--- config.mk ---
export PLATFORM = sky130hd
export DESIGN_NAME = calendar_clock_with_alarm
export DESIGN_NICKNAME = d
export VERILOG_FILES = /design/src/sv/ccwa_pkg.sv /design/src/sv/ccwa_step.sv /design/src/sv/calendar_clock_with_alarm.sv
export SDC_FILE = /design/constraint.sdc
export NUM_CORES = 1
export LEC_CHECK = 0
export BUFFER_PORTS_ARGS = -buffer_cell sky130_fd_sc_hd__buf_2
export CAP_MARGIN = 10
export CORE_ASPECT_RATIO = 1.1
export CORE_MARGIN = 3
export CORE_UTILIZATION = 42
export CTS_CLUSTER_SIZE = 30
export DETAILED_ROUTE_END_ITERATION = 6
export GPL_ROUTABILITY_DRIVEN = 1
export PLACE_DENSITY = 0.71
export SYNTH_ARGS = -nofsm -noshare
export SYNTH_HDL_FRONTEND = slang
export SYNTH_SLANG_ARGS = --single-unit
--- constraint.sdc ---
create_clock -name clk -period 26.4 [get_ports clk]
set_input_delay 5.28 -clock clk [delete_from_list [all_inputs] [get_ports clk]]
set_output_delay 5.28 -clock clk [all_outputs]
set_load 0.01 [all_outputs]
--- src/sv/ccwa_pkg.sv ---
// shared types, constants and calendar helpers for the calendar clock
// used by ccwa_step and calendar_clock_with_alarm; no dependencies
package ccwa_pkg;

  // item kinds on the input stream
  localparam logic [1:0] OP_TICK     = 2'd0;
  localparam logic [1:0] OP_SET_TIME = 2'd1;
  localparam logic [1:0] OP_SET_DATE = 2'd2;

  // configuration register indexes
  localparam logic CFG_ALARM_HOUR   = 1'b0;
  localparam logic CFG_ALARM_MINUTE = 1'b1;

  // limits of the counters
  localparam logic [5:0] SECOND_MAX = 6'd59;
  localparam logic [5:0] MINUTE_MAX = 6'd59;
  localparam logic [4:0] HOUR_MAX   = 5'd23;
  localparam logic [3:0] MONTH_MAX  = 4'd12;
  localparam logic [6:0] YEAR_MAX   = 7'd99;
  localparam logic [3:0] MONTH_FEB  = 4'd2;

  // reset values
  localparam logic [5:0] SECOND_RST       = 6'd0;
  localparam logic [5:0] MINUTE_RST       = 6'd0;
  localparam logic [4:0] HOUR_RST         = 5'd23;
  localparam logic [4:0] DAY_RST          = 5'd19;
  localparam logic [3:0] MONTH_RST        = 4'd6;
  localparam logic [6:0] YEAR_RST         = 7'd11;
  localparam logic [4:0] ALARM_HOUR_RST   = 5'd23;
  localparam logic [5:0] ALARM_MINUTE_RST = 6'd1;

  // clock and calendar counters
  typedef struct packed {
    logic [4:0] hour;
    logic [5:0] minute;
    logic [5:0] second;
    logic [6:0] year;
    logic [3:0] month;
    logic [4:0] day;
  } ccwa_time_t;

  // one result item
  typedef struct packed {
    ccwa_time_t tm;
    logic [2:0] weekday;
    logic       alarm_match;
    logic       write_error;
  } ccwa_result_t;

  // every year divisible by four is a leap year
  function automatic logic is_leap(input logic [6:0] year);
    is_leap = (year[1:0] == 2'd0);
  endfunction

  // length of a month; codes outside 1..12 are never used as a real month
  function automatic logic [4:0] month_days(input logic [6:0] year, input logic [3:0] month);
    case (month)
      4'd2:                      month_days = is_leap(year) ? 5'd29 : 5'd28;
      4'd4, 4'd6, 4'd9, 4'd11:   month_days = 5'd30;
      default:                   month_days = 5'd31;
    endcase
  endfunction

  // days before the month in a common year, reduced modulo 7
  function automatic logic [2:0] month_start_mod7(input logic [3:0] month);
    case (month)
      4'd1:    month_start_mod7 = 3'd0;
      4'd2:    month_start_mod7 = 3'd3;
      4'd3:    month_start_mod7 = 3'd3;
      4'd4:    month_start_mod7 = 3'd6;
      4'd5:    month_start_mod7 = 3'd1;
      4'd6:    month_start_mod7 = 3'd4;
      4'd7:    month_start_mod7 = 3'd6;
      4'd8:    month_start_mod7 = 3'd2;
      4'd9:    month_start_mod7 = 3'd5;
      4'd10:   month_start_mod7 = 3'd0;
      4'd11:   month_start_mod7 = 3'd3;
      4'd12:   month_start_mod7 = 3'd5;
      default: month_start_mod7 = 3'd0;
    endcase
  endfunction

  // modulo 7 of a byte by folding octal digits (8 is 1 mod 7)
  function automatic logic [2:0] mod7(input logic [7:0] x);
    logic [5:0] f1;
    logic [3:0] f2;
    f1 = 6'(x[7:3]) + 6'(x[2:0]);
    f2 = 4'(f1[5:3]) + 4'(f1[2:0]);
    mod7 = (f2 >= 4'd7) ? 3'(f2 - 4'd7) : f2[2:0];
  endfunction

endpackage

--- src/sv/ccwa_step.sv ---
// next counter state and result item for one input item
// depends on ccwa_pkg
module ccwa_step import ccwa_pkg::*; (
  input  ccwa_time_t   cur,
  input  logic [4:0]   alarm_hour,
  input  logic [5:0]   alarm_minute,
  input  logic [1:0]   opcode,
  input  logic [4:0]   new_hour,
  input  logic [5:0]   new_minute,
  input  logic [5:0]   new_second,
  input  logic [6:0]   new_year,
  input  logic [3:0]   new_month,
  input  logic [4:0]   new_day,
  output ccwa_time_t   nxt,
  output ccwa_result_t res
);

  logic       time_ok;
  logic       date_ok;
  logic       err;
  logic [6:0] year_m1;
  logic [7:0] day_sum;
  logic       leap_adj;

  // range checks for the set items
  assign time_ok = (new_hour <= HOUR_MAX) && (new_minute <= MINUTE_MAX) &&
                   (new_second <= SECOND_MAX);
  assign date_ok = (new_year <= YEAR_MAX) && (new_month != 4'd0) &&
                   (new_month <= MONTH_MAX) && (new_day != 5'd0) &&
                   (new_day <= month_days(new_year, new_month));

  // counter update: tick ripples through the carry chain of the calendar
  always_comb begin
    nxt = cur;
    err = 1'b0;
    case (opcode)
      OP_TICK: begin
        if (cur.second != SECOND_MAX) begin
          nxt.second = cur.second + 6'd1;
        end else begin
          nxt.second = 6'd0;
          if (cur.minute != MINUTE_MAX) begin
            nxt.minute = cur.minute + 6'd1;
          end else begin
            nxt.minute = 6'd0;
            if (cur.hour != HOUR_MAX) begin
              nxt.hour = cur.hour + 5'd1;
            end else begin
              nxt.hour = 5'd0;
              if (cur.day != month_days(cur.year, cur.month)) begin
                nxt.day = cur.day + 5'd1;
              end else begin
                nxt.day = 5'd1;
                if (cur.month != MONTH_MAX) begin
                  nxt.month = cur.month + 4'd1;
                end else begin
                  nxt.month = 4'd1;
                  nxt.year  = (cur.year == YEAR_MAX) ? 7'd0 : cur.year + 7'd1;
                end
              end
            end
          end
        end
      end
      OP_SET_TIME: begin
        if (time_ok) begin
          nxt.hour   = new_hour;
          nxt.minute = new_minute;
          nxt.second = new_second;
        end else begin
          err = 1'b1;
        end
      end
      OP_SET_DATE: begin
        if (date_ok) begin
          nxt.year  = new_year;
          nxt.month = new_month;
          nxt.day   = new_day;
        end else begin
          err = 1'b1;
        end
      end
      default: begin
        nxt = cur;
      end
    endcase
  end

  // weekday: 365 is 1 mod 7, so each full year adds one plus one per leap year
  assign year_m1  = (nxt.year == 7'd0) ? 7'd0 : nxt.year - 7'd1;
  assign leap_adj = (nxt.month > MONTH_FEB) && is_leap(nxt.year);
  assign day_sum  = 8'(year_m1) + 8'(year_m1[6:2]) + 8'(month_start_mod7(nxt.month)) +
                    8'(leap_adj) + 8'(nxt.day);

  // result item
  always_comb begin
    res.tm          = nxt;
    res.weekday     = mod7(day_sum);
    res.alarm_match = (nxt.hour == alarm_hour) && (nxt.minute == alarm_minute);
    res.write_error = err;
  end

endmodule

--- src/sv/calendar_clock_with_alarm.sv ---
// top level of the calendar clock with hour/minute alarm
// depends on ccwa_pkg and ccwa_step
//
//  channel | dir | transfer when          | payload
//  s_      | in  | s_tvalid && s_tready  | tuser: opcode; tdata: new time and date
//  m_      | out | m_tvalid && m_tready  | tdata: time, date, weekday; tuser: flags
//  cfg_    | in  | cfg_we                | cfg_index selects alarm hour or minute
//
// one item per cycle while s_tready is high; each result is registered in the output stage.
// the whole update and weekday sum sit between the counters and the result register.
// a two-entry output stage (result register plus skid register) keeps s_tready
// registered; s_tready drops only while the skid register is full.
// rst puts the counters at 23:00:00 on year 11 month 6 day 19, alarm at 23:01.
module calendar_clock_with_alarm import ccwa_pkg::*; (
  input  logic        clk,
  input  logic        rst,
  input  logic        s_tvalid,
  output logic        s_tready,
  // [4:0] new_hour, [10:5] new_minute, [16:11] new_second, [23:17] new_year,
  // [27:24] new_month, [32:28] new_day, [39:33] zero
  input  logic [39:0] s_tdata,
  // [1:0] opcode
  input  logic [1:0]  s_tuser,
  output logic        m_tvalid,
  input  logic        m_tready,
  // [4:0] cur_hour, [10:5] cur_minute, [16:11] cur_second, [23:17] cur_year,
  // [27:24] cur_month, [32:28] cur_day, [35:33] weekday, [39:36] zero
  output logic [39:0] m_tdata,
  // [0] alarm_match, [1] write_error
  output logic [1:0]  m_tuser,
  input  logic        cfg_we,
  input  logic        cfg_index,
  input  logic [5:0]  cfg_data
);

  ccwa_time_t   cnt;
  ccwa_time_t   cnt_next;
  ccwa_result_t res_next;
  ccwa_result_t out_reg;
  ccwa_result_t skid_reg;
  logic         out_valid;
  logic         skid_valid;
  logic [4:0]   alarm_hour;
  logic [5:0]   alarm_minute;
  logic         s_fire;
  logic         m_fire;

  assign s_tready = !skid_valid;
  assign s_fire   = s_tvalid && s_tready;
  assign m_fire   = out_valid && m_tready;

  // alarm registers
  always_ff @(posedge clk) begin
    if (rst) begin
      alarm_hour   <= ALARM_HOUR_RST;
      alarm_minute <= ALARM_MINUTE_RST;
    end else if (cfg_we) begin
      case (cfg_index)
        CFG_ALARM_HOUR:   alarm_hour   <= cfg_data[4:0];
        CFG_ALARM_MINUTE: alarm_minute <= cfg_data;
        default:          alarm_minute <= alarm_minute;
      endcase
    end
  end

  // per-item update logic
  ccwa_step u_step (
    .cur          (cnt),
    .alarm_hour   (alarm_hour),
    .alarm_minute (alarm_minute),
    .opcode       (s_tuser),
    .new_hour     (s_tdata[4:0]),
    .new_minute   (s_tdata[10:5]),
    .new_second   (s_tdata[16:11]),
    .new_year     (s_tdata[23:17]),
    .new_month    (s_tdata[27:24]),
    .new_day      (s_tdata[32:28]),
    .nxt          (cnt_next),
    .res          (res_next)
  );

  // clock and calendar counters
  always_ff @(posedge clk) begin
    if (rst) begin
      cnt.hour   <= HOUR_RST;
      cnt.minute <= MINUTE_RST;
      cnt.second <= SECOND_RST;
      cnt.year   <= YEAR_RST;
      cnt.month  <= MONTH_RST;
      cnt.day    <= DAY_RST;
    end else if (s_fire) begin
      cnt <= cnt_next;
    end
  end

  // output stage control
  always_ff @(posedge clk) begin
    if (rst) begin
      out_valid  <= 1'b0;
      skid_valid <= 1'b0;
    end else if (!out_valid || m_fire) begin
      if (skid_valid) begin
        out_valid  <= 1'b1;
        skid_valid <= 1'b0;
      end else begin
        out_valid <= s_fire;
      end
    end else if (s_fire) begin
      skid_valid <= 1'b1;
    end
  end

  // output stage payload
  always_ff @(posedge clk) begin
    if (!out_valid || m_fire) begin
      out_reg <= skid_valid ? skid_reg : res_next;
    end else if (s_fire) begin
      skid_reg <= res_next;
    end
  end

  assign m_tvalid = out_valid;
  assign m_tdata  = {4'd0, out_reg.weekday, out_reg.tm.day, out_reg.tm.month,
                     out_reg.tm.year, out_reg.tm.second, out_reg.tm.minute,
                     out_reg.tm.hour};
  assign m_tuser  = {out_reg.write_error, out_reg.alarm_match};

endmodule
==> metrics, run 1 <==
status=finished, final reports clean; Critical Path RT=26.57 ns; worst hold path type=register to register; crit path DAT=13.71 ns; Internal=0.646 mW; Synth top area share=0.308; Async SR Flop Fraction=0; Post-DP HPWL=13.1 mm; #FFs+latches synth=122; CP max stage delay=0.63 ns; most used cell, CP=ha_1; post-CTS setup buffer count=0; Total GRT Usage=0.195; Ports=98; antenna fix cells=0; largest cells by area after synthesis=edfxtp_1, dfxtp_1, ha_1; yosys warns=0; DRC Markers=0; Rel. slew slack=0.413; power share of the combinational group=0.517; fmax=73.8 MHz; largest net degree at the start of global routing=43; final-report setup violation count=0; Tcrit/Tclk final=0.513; final hold slack=0.472 ns; Worst Path Max Fanout=16; Sink Count=122; RSZ-0062 raised after global routing=false; height of the die=145 um; Post-synth EDFFs=76; vias in the first global route=5871; die area=19300 um^2; Post-DRT Antenna Nets=0; WHS Path Cells=2; r2r endpoint=m_tdata[34]; Area Overhead vs Synth=16.5%; Clk network pwr share=0.210; # fillers=1628; Netlist Area Pre-Place=7410 um^2; H-tree Lvls=4; vias per cell=5.60; worst slew pin tran=0.877 ns; Netlist cell types=77; GPL Wtd Cong=0.903; Root Buffer=clkbuf_16; CTS tree=done; CP startpoint=s_tdata[27]; P_leak=3.63 nW; Seq pwr share=0.274; Worst Reg-to-Reg Cells=33; Starting DRT DRC Count=442; flip-flop count of the largest register after layout=38; first-pass GRT wire length=30.3 mm; clock-pin slew on the worst setup and hold paths=0.06 ns; Nets=937; Setup Skew=0.00923 ns; layout cells sized above 1=0.205; register area=3200 um^2; setup slack, reg-to-reg=17.33 ns; Max-Cap Viols=0; cell count after synthesis=760; VDD IR max=0.247 mV; die width=133 um; Max Slew Vio Count=0; Clock Tree Buf Depth=2; fin crit period=13.54 ns; hold path startpoint=alarm_minute[2]; FF-to-FF Start=cnt[5]; final core utilization=0.504; Vias=6087; Routed WL=18.6 mm; multi-input combinational cell area=3890 um^2; pwr/cell area=119 nW/um^2; CTS Buf Count=17; clk_lat worst skew=0.42 ns; Switching Share=0.372; grt ovf=0; slowest stage cell, crit path=or4b_1; register area share after synthesis=0.432; Post-CTS Resized=0; row count=50; Setup crit end kind=register; Port Buffers=86; kind of critical path=primary input to register; setup TNS=0 ns; total core area=17100 um^2; Startpoint Class=primary input; dominant synthesized flop cell=edfxtp_1; area leader, netlist=edfxtp_1; Starting Density=0.432; hold path endpoint=alarm_minute[2]; initial antenna violation count=0; Avg WL per Cell=17.2 um; switching power=0.383 mW; hold violation count in the final report=0; # hold bufs at CTS=0; syn avg cell area=9.75 um^2; Pre-antenna DRT Iters=7
## cell usage in the layout, fill, tap and decap left out, drive strengths merged, types with 20 or more instances in the layout
| cell type | netlist | routed |
|---|---|---|
| inv | 43 | 46 |
| dfxtp | 46 | 46 |
| buf | 11 | 97 |
| edfxtp | 76 | 76 |
| mux2 | 31 | 31 |
| nor2 | 64 | 64 |
| clkbuf | 29 | 21 |
| ha | 33 | 33 |
| nand3 | 40 | 40 |
| nand2 | 84 | 84 |
| a21oi | 28 | 28 |
| nor3 | 30 | 30 |
| o21ai | 20 | 20 |
## stage by stage
step	setup slack (ns)	instances	power, mW	area [um^2]
2_1_floorplan	12.71	763	0.699	7420
3_3_place_gp	12.51	1053	0.794	8060
3_5_place_dp	12.44	1053	0.821	8060
4_1_cts	12.85	1085	1.04	8620
5_1_grt	12.29	1086	1.11	8630
6_report	12.86	1086	1.03	8630
## kinds of logic after synthesis
kind of cell             Yosys count  share of synthesized area
XOR/XNOR                          28                     0.0331
flip-flops                       122                      0.432
adder cells (fa/ha/maj)           44                     0.0854
AND/OR/NAND/NOR                  293                      0.199
AO/OA/AOI/OAI                    144                      0.139
other                              1                   0.000506
buffers and inverters             85                     0.0471
multiplexers                      43                     0.0633
## synthesized netlist by cell type, drive strengths merged (4+ instances only)
library cell	count
a211o	4
a211oi	8
a21o	9
a21oi	28
a221o	4
a22oi	6
a41o	5
and2	5
and3	9
and4	4
buf	11
clkbuf	29
dfxtp	46
edfxtp	76
fa	11
ha	33
inv	43
mux2	31
mux2i	12
nand2	84
nand2b	8
nand3	40
nand4	10
nor2	64
nor2b	11
nor3	30
nor4	6
nor4b	4
o2111ai	4
o211ai	16
o21a	4
o21ai	20
o31ai	7
xnor2	16
xor2	12
## per-layer routing
| metal | up-vias | GRT usage | routed length (um) | part of all wire |
|---|---|---|---|---|
| li1 | 2957 | - | - | - |
| met1 | 2887 | 0.239 | 7730 | 0.41 |
| met2 | 209 | 0.344 | 9400 | 0.50 |
| met3 | 34 | 0.0322 | 968 | 0.052 |
| met4 | 0 | 0.0769 | 541 | 0.029 |
| met5 | - | 0 | 0 | 0 |
## worst max path at each step
stage	slack, ns	to	cells after the start
2_1_floorplan	12.71	m_tdata[34]	34
3_3_place_gp	12.51	m_tdata[34]	35
3_5_place_dp	12.44	m_tdata[34]	35
4_1_cts	12.85	m_tdata[34]	35
5_1_grt	12.29	m_tdata[34]	35
6_report	12.86	m_tdata[34]	35
## power groups by stage
stage               Sequential (mW)  Combinational [mW]  Clock, mW
finish                        0.282               0.531      0.216
global route                  0.284               0.601      0.228
CTS                           0.282               0.538      0.218
detailed placement            0.285               0.535          0
global placement              0.285               0.509          0
floorplan                     0.288               0.411          0
## area by class of cell
class / count / area share
Sequential cell: 122 / 0.371
Multi-Input combinational cell: 556 / 0.451
Tap cell: 234 / 0.0339
Clock inverter: 11 / 0.0100
Clock buffer: 21 / 0.0545
Timing Repair Buffer: 97 / 0.0603
Inverter: 45 / 0.0196
## critical path: cells and delay by family
kind	cells	cell delay, ns
adder cells (fa/ha/maj)	9	2.98
AND/OR/NAND/NOR	7	1.91
AO/OA/AOI/OAI	8	1.65
buffers and inverters	7	0.85
multiplexers	2	0.65
XOR/XNOR	2	0.37
Power figures use the tool's default switching activity.
==> run 2, diff against run 1 <==
- clock period: 26.4 -> 13.94 ns (I/O delays scaled with it)
==> run 2 against run 1 <==
Combinational power up 86%. First-iteration DRC count down 6.6%. Total power up 93%. Critical path depth down 1. Worst setup slack worse by 9.9 ns. Clock power up 120%. Count of clock-buffer cells in the layout up 1. Cell count unchanged. Register-to-register slack worse by 12 ns. Sequential power up 89%. Critical path type unchanged. Largest cell class unchanged.
==> metrics, run 2 (synthesis results as in run 1) <==
Total GRT Usage=0.196 (+0.000906); clk_lat worst skew=0.42 ns (about the same); Clock Tree Buf Depth=2 (unchanged); dpl cells=1053 (unchanged); Ports=98 (unchanged); die area=19300 um^2 (unchanged); H-tree Lvls=4 (unchanged); setup slack, reg-to-reg=4.88 ns (-12.45 ns); Setup crit end kind=register; worst slew pin tran=1.00 ns (+0.127 ns); most common cell after layout, fill and taps aside=buf_2; Pre-antenna DRT Iters=5 (-2); Tcrit/Tclk final=0.789; Critical Path RT=14.11 ns (-12.46 ns); Vias=6096 (+0.15%); antenna fix cells=0 (unchanged); M2 GR Usage=0.342 (-0.00204); post-CTS setup buffer count=0 (unchanged); initial antenna violation count=0 (unchanged); Sink Count=122 (unchanged); grt ovf=0 (unchanged); total core area=17100 um^2 (unchanged); P_leak=3.67 nW (+1.1%); Startpoint Class=primary input; Max-Cap Viols=0 (unchanged); flip-flop count of the largest register after layout=38 (unchanged); hold violation count in the final report=0 (unchanged); met3 Use GR=0.0367 (+0.00450); Starting Density=0.432 (unchanged); busiest grt layer=met2; Max Slew Vio Count=0 (unchanged); most used cell, CP=ha_1; Avg WL per Cell=17.1 um (-0.15%); setup TNS=0 ns (unchanged); final-report setup violation count=0 (unchanged); kind of critical path=primary input to register; Setup Skew=0.00597 ns (-0.00326 ns); fmax=90.9 MHz; GPL Wtd Cong=0.900 (-0.30%); Post-DP HPWL=12.9 mm (-1.7%); Nets=937 (unchanged); Worst Path Max Fanout=16 (unchanged); height of the die=145 um (unchanged); row count=50 (unchanged); vias in the first global route=5851 (-0.34%); Pwr Total=1.99 mW (+93%); Post-DRT Antenna Nets=0 (unchanged); vias per cell=5.61 (+0.15%); layout cells sized above 1=0.202 (-0.00352); crit path DAT=11.17 ns (-2.54 ns); Routed WL=18.6 mm (-0.15%); met1 Use GR=0.233 (-0.00558); pwr/cell area=229 nW/um^2 (+92%); VDD IR max=0.504 mV (+100%); Area Overhead vs Synth=17.4%; first-pass GRT wire length=30.2 mm (-0.12%); worst hold path type=register to register; fin crit period=11.00 ns; CP max stage delay=0.62 ns (about the same); die width=133 um (unchanged); Port Buffers=86 (unchanged); Root Buffer=clkbuf_16; clock-pin slew on the worst setup and hold paths=0.05 ns (about the same); largest net degree at the start of global routing=43 (unchanged); final hold slack=0.475 ns (+0.00217 ns); Rel. slew slack=0.330 (-0.0824); slowest stage cell, crit path=or4b_1; status=finished, final reports clean; RSZ-0062 raised after global routing=false; # hold bufs at CTS=0 (unchanged); DRC Markers=0 (unchanged); Final Non-Filler Cells=1086 (unchanged); Starting DRT DRC Count=413 (-6.6%); most frequent cells in the layout=buf_2, nand2_1, edfxtp_1; CTS Buf Count=17 (unchanged); Post-CTS Resized=0 (unchanged); CTS tree=done; final core utilization=0.508 (+0.00423)
[run 2: changes by cell type in the layout (fill, tap and decap cells not counted), sizes merged]
cell	previous run	this run
bufinv	0	4
clkinvlp	5	2
inv	46	44
clkbuf	21	22
[run 2: power breakdown]
group | switching [mW] | internal [mW]
registers | 0.0211 | 0.513
logic | 0.521 | 0.467
clock network | 0.160 | 0.309
[run 2: final timing paths]
path,start,endpoint,cells past startpoint
max,s_tdata[27],m_tdata[34],34
min,alarm_minute[5],alarm_minute[5],2
max reg2reg,cnt[5],m_tdata[34],32
min reg2reg,alarm_minute[5],alarm_minute[5],2
[run 2: area by class of cell]
| type | count | area [um^2] |
|---|---|---|
| fill | 1581 | 8440 |
| multi-input combinational | 556 | 3890 |
| sequential | 122 | 3200 |
| timing repair buffer | 97 | 520 |
| clock buffer | 22 | 464 |
| tap | 234 | 293 |
| inverter | 45 | 169 |
| clock inverter | 10 | 165 |
[run 2: worst max-delay path: cells and delay by family]
kind | cells | cell delay (ns)
mux | 2 | 0.64
simple gates | 7 | 1.83
fa+ha+maj | 10 | 3.33
xor+xnor | 2 | 0.32
buf+inv | 6 | 0.74
compound gates | 7 | 1.50
[run 2: routing by layer]
metal / vias to the layer above / share of wire
met2: 217 / 0.50
met4: 0 / 0.037
li1: 2939 / -
met3: 40 / 0.057
met1: 2900 / 0.40
met5: - / 0
[run 2: through the flow]
step / setup slack, ns / instance area (um^2)
floorplan: 2.74 / 7420
global placement: 2.63 / 8060
detailed placement: 2.53 / 8060
CTS: 2.95 / 8690
global route: 2.42 / 8710
finish: 2.94 / 8710
